[config.mk]
export PLATFORM = sky130hd
export DESIGN_NAME = sact_ram
export DESIGN_NICKNAME = d
export VERILOG_FILES = /design/src/rtl/sact_ram.sv
export SDC_FILE = /design/constraint.sdc
export NUM_CORES = 1
export LEC_CHECK = 0
export ABC_AREA = 1
export BUFFER_PORTS_ARGS = -buffer_cell sky130_fd_sc_hd__buf_2
export CORE_ASPECT_RATIO = 0.9
export CORE_UTILIZATION = 40
export CTS_BUF_LIST = sky130_fd_sc_hd__clkbuf_4 sky130_fd_sc_hd__clkbuf_8
export DETAILED_ROUTE_END_ITERATION = 6
export PLACE_DENSITY = 0.64
export SETUP_SLACK_MARGIN = 0.05
export SYNTH_ARGS = -nofsm -noshare
export SYNTH_HDL_FRONTEND = slang
export SYNTH_SLANG_ARGS = --single-unit
[constraint.sdc]
create_clock -name clock -period 1.04 [get_ports clock]
set_input_delay 0.208 -clock clock [delete_from_list [all_inputs] [get_ports clock]]
set_output_delay 0.208 -clock clock [all_outputs]
set_load 0.005 [all_outputs]
[src/rtl/sact_ram.sv]
`default_nettype none
module sact_ram #(
   parameter int Width = 8,
   parameter int Depth = 2
) (
   input  wire logic                     clock,
   input  wire logic                     we,
   input  wire logic [$clog2(Depth)-1:0] waddr,
   input  wire logic [Width-1:0]         wdata,
   input  wire logic [$clog2(Depth)-1:0] raddr,
   output logic      [Width-1:0]         rdata
);
   logic [Width-1:0] mem [Depth];
   always_ff @(posedge clock) begin
      if (we) mem[waddr] <= wdata;
      rdata <= mem[raddr];
   end
endmodule
`default_nettype wire

==> metrics.txt <==
# TYPE chip_impl_metric gauge
chip_impl_metric{name="p_seq_frac",unit=""} 0.688
chip_impl_metric{name="globalRouteOverflowTotal",unit=""} 0
chip_impl_metric{name="post-dp-hpwl",unit="um"} 692
chip_impl_metric{name="critPathBufInv",unit=""} 1
chip_impl_info{name="crit_path_cell_trace",value="buf_6"} 1
chip_impl_metric{name="timing.final.ws_setup",unit="ns"} 0.0984
chip_impl_metric{name="grt_pass1_vias",unit=""} 379
chip_impl_metric{name="cp_slowest_stage_delay",unit="ns"} 0.33
chip_impl_metric{name="die_y",unit="um"} 43.4
chip_impl_metric{name="drc",unit=""} 0
chip_impl_metric{name="setup_violations",unit=""} 0
chip_impl_metric{name="p_comb_frac",unit=""} 0.070
chip_impl_metric{name="max_slew_margin",unit=""} 0.810
chip_impl_metric{name="core_region_area",unit="mm2"} 0.00173
chip_impl_metric{name="wl",unit="um"} 989
chip_impl_metric{name="drv_cap",unit=""} 0
chip_impl_metric{name="min_period",unit="ns"} 0.942
chip_impl_metric{name="antenna_found_initial",unit=""} 0
chip_impl_metric{name="seq_area_frac_synth",unit=""} 0.842
chip_impl_info{name="status",value="complete, no violations"} 1
chip_impl_metric{name="clock_sinks",unit=""} 24
chip_impl_metric{name="worst_slew_pin_slew",unit="ns"} 0.284
chip_impl_metric{name="fin_setup_tns",unit="ns"} 0
chip_impl_info{name="mostFrequentLayoutCells",value="sky130_fd_sc_hd__nand2_1, sky130_fd_sc_hd__buf_2, sky130_fd_sc_hd__edfxtp_1, sky130_fd_sc_hd__dfxtp_1, sky130_fd_sc_hd__clkbuf_4"} 1
chip_impl_metric{name="finClkSkew",unit="ns"} 0.00501
chip_impl_metric{name="num_rows",unit=""} 14
chip_impl_metric{name="cts.path.max_buffers",unit=""} 2
chip_impl_metric{name="tcrit_tclk_final",unit=""} 0.905
chip_impl_metric{name="fin_nets",unit=""} 90
chip_impl_metric{name="max_fclk",unit="MHz"} 1060
chip_impl_metric{name="switching_power",unit="W"} 0.000322
chip_impl_metric{name="mean_cell_area_of_the_mapped_netlist",unit="um2"} 14.1
chip_impl_metric{name="cts-buffers-inserted",unit=""} 3
chip_impl_metric{name="grt_max_degree",unit=""} 14
chip_impl_info{name="cp_slowest_cell",value="sky130_fd_sc_hd__dfxtp_2"} 1
chip_impl_metric{name="ys_warn_count",unit=""} 0
chip_impl_metric{name="final_area",unit="um2"} 923
chip_impl_info{name="cts_tree",value="done"} 1
chip_impl_metric{name="drt_first_iter_violations",unit=""} 5
chip_impl_metric{name="power_switching_share",unit=""} 0.200
chip_impl_metric{name="mapped_nets",unit=""} 66
chip_impl_metric{name="pwr-share-clk",unit=""} 0.242
chip_impl_metric{name="crit_arrival",unit="ns"} 0.73
chip_impl_metric{name="placed_area",unit="um2"} 882
chip_impl_metric{name="viasPerCell",unit=""} 4.24
chip_impl_metric{name="initial_core_util",unit=""} 0.439
chip_impl_metric{name="power_density",unit="mW/mm2"} 1740
chip_impl_info{name="grt_setup_unrepaired",value="yes"} 1
chip_impl_metric{name="clkTransAtPathRegs",unit="ns"} 0.12
chip_impl_info{name="critPathKind",value="reg2out"} 1
chip_impl_metric{name="postCtsSetupBuffers",unit=""} 0
chip_impl_metric{name="vias",unit=""} 428
chip_impl_metric{name="layout-area-overhead-vs-synth",unit="%"} 21.4
chip_impl_metric{name="crit_required",unit="ns"} 0.83
chip_impl_metric{name="drt.antenna.violating_nets",unit=""} 0
chip_impl_metric{name="ys_ff_latch",unit=""} 24
chip_impl_metric{name="peakVddDrop",unit="mV"} 1.28
chip_impl_metric{name="die_width",unit="um"} 48.0
chip_impl_metric{name="internal_power",unit="W"} 0.00129
chip_impl_info{name="crit_family",value="flip-flops"} 1
chip_impl_metric{name="power.static_leakage",unit="nW"} 0.410
chip_impl_metric{name="dp_slack",unit="ns"} 0.113
chip_impl_metric{name="numPortBuffers",unit=""} 19
chip_impl_metric{name="critPathMaxFanout",unit=""} 1
chip_impl_info{name="cp-start-kind",value="flop"} 1
chip_impl_metric{name="n_fill_cell",unit=""} 158
chip_impl_metric{name="tot_gr_track_use",unit=""} 0.117
chip_impl_metric{name="fp.dieArea",unit="mm2"} 0.00208
chip_impl_metric{name="clock_latency",unit="ns"} 0.30
chip_impl_metric{name="syn_inst",unit=""} 54
chip_impl_metric{name="wirelength_per_cell",unit="um"} 9.79
chip_impl_metric{name="global_placer_s_final_weighted_congestion",unit=""} 0.675
chip_impl_metric{name="final_count_of_pins_violating_max_slew",unit=""} 0
chip_impl_metric{name="final-hold-violation-count",unit=""} 0
chip_impl_metric{name="grt_pass1_wl",unit="um"} 1530
chip_impl_metric{name="power",unit="W"} 0.00161
chip_impl_metric{name="syn_area",unit="um2"} 761
chip_impl_info{name="cts.root.buffer_cell",value="sky130_fd_sc_hd__clkbuf_4"} 1
chip_impl_metric{name="drive_above_1_share",unit=""} 0.338
chip_impl_info{name="most_common_cell_after_layout_fill_and_taps_aside",value="sky130_fd_sc_hd__nand2_1"} 1
chip_impl_metric{name="cts_hold_buf",unit=""} 0
chip_impl_metric{name="dr.pass1.iters",unit=""} 3
chip_impl_info{name="hp-class",value="in2reg"} 1
chip_impl_metric{name="clock_tree.htree_level_count",unit=""} 1
chip_impl_metric{name="num_io_pins",unit=""} 20
chip_impl_metric{name="diodes",unit=""} 0
chip_impl_info{name="crit_path_end_kind",value="primary output"} 1
chip_impl_metric{name="synthDistinctLibCells",unit=""} 7
-- cells in the mapped netlist --
master                      n  area (um2)
sky130_fd_sc_hd__inv_2      1        3.75
sky130_fd_sc_hd__buf_6      1        11.3
sky130_fd_sc_hd__edfxtp_1  16         480
sky130_fd_sc_hd__dfxtp_1    8         160
sky130_fd_sc_hd__inv_1      2        7.51
sky130_fd_sc_hd__nand2_1   25        93.8
sky130_fd_sc_hd__nor2_1     1        3.75
-- final cells by class --
cell class | instances | area [um2] | share of cell area
inverter | 3 | 11.3 | 0.0122
timing repair buffer | 20 | 115 | 0.125
clock buffer | 3 | 22.5 | 0.0244
sequential | 24 | 643 | 0.696
tap | 24 | 30.0 | 0.0325
multi-input combinational | 26 | 97.6 | 0.106
clock inverter | 1 | 3.75 | 0.00407
-- through the flow --
| step | utilization | hold slack [ns] | cells |
|---|---|---|---|
| final | 0.532 | 0.0833 | 101 |
| after global routing | 0.532 | 0.0596 | 101 |
| after CTS | 0.524 | 0.0687 | 101 |
| after detailed placement | 0.509 | 0.400 | 97 |
| after global placement | 0.509 | 0.400 | 97 |
| after floorplan | - | 0.307 | 54 |
-- cells by family after synthesis --
family	Yosys count	share of synthesized area
DFF	24	0.842
buffers and inverters	4	0.0296
and+or+nand+nor	26	0.128
-- metal layers --
layer,GRT usage,share of wire
met1,0.121,0.42
met2,0.181,0.50
met3,0.0792,0.067
met4,0.0500,0.012
met5,0,0
-- final timing paths --
| check | from | to | slack (ns) | cells past startpoint |
|---|---|---|---|---|
| hold reg to reg | mem[0][2]$_DFFE_PP_ | rdata[2]$_DFF_P_ | 0.45 | 2 |
| hold / removal | wdata[5] | mem[0][5]$_DFFE_PP_ | 0.08 | 1 |
| setup / recovery | rdata[6]$_DFF_P_ | rdata[6] | 0.1 | 1 |
| setup reg to reg | mem[1][2]$_DFFE_PP_ | rdata[2]$_DFF_P_ | 0.45 | 2 |
-- power by group through the flow --
stage          Combinational (W)  Clock [W]  Sequential, W
6_report                0.000113   0.000389        0.00111
5_1_grt                 0.000129   0.000445        0.00112
4_1_cts                 0.000108   0.000416        0.00111
3_5_place_dp            0.000108          0        0.00113
3_3_place_gp            0.000106          0        0.00113
2_1_floorplan          0.0000441          0        0.00113
-- flip-flops by register name, summed over array words and instances, names as in the netlist --
name	count
mem	16
rdata	8
-- repair_timing --
action,4_1_cts,5_1_grt
gates resized for setup,0,4
setup endpoints to repair,0,3
endpoints found under the hold margin,0,0
(Power assumes the default switching activity.)
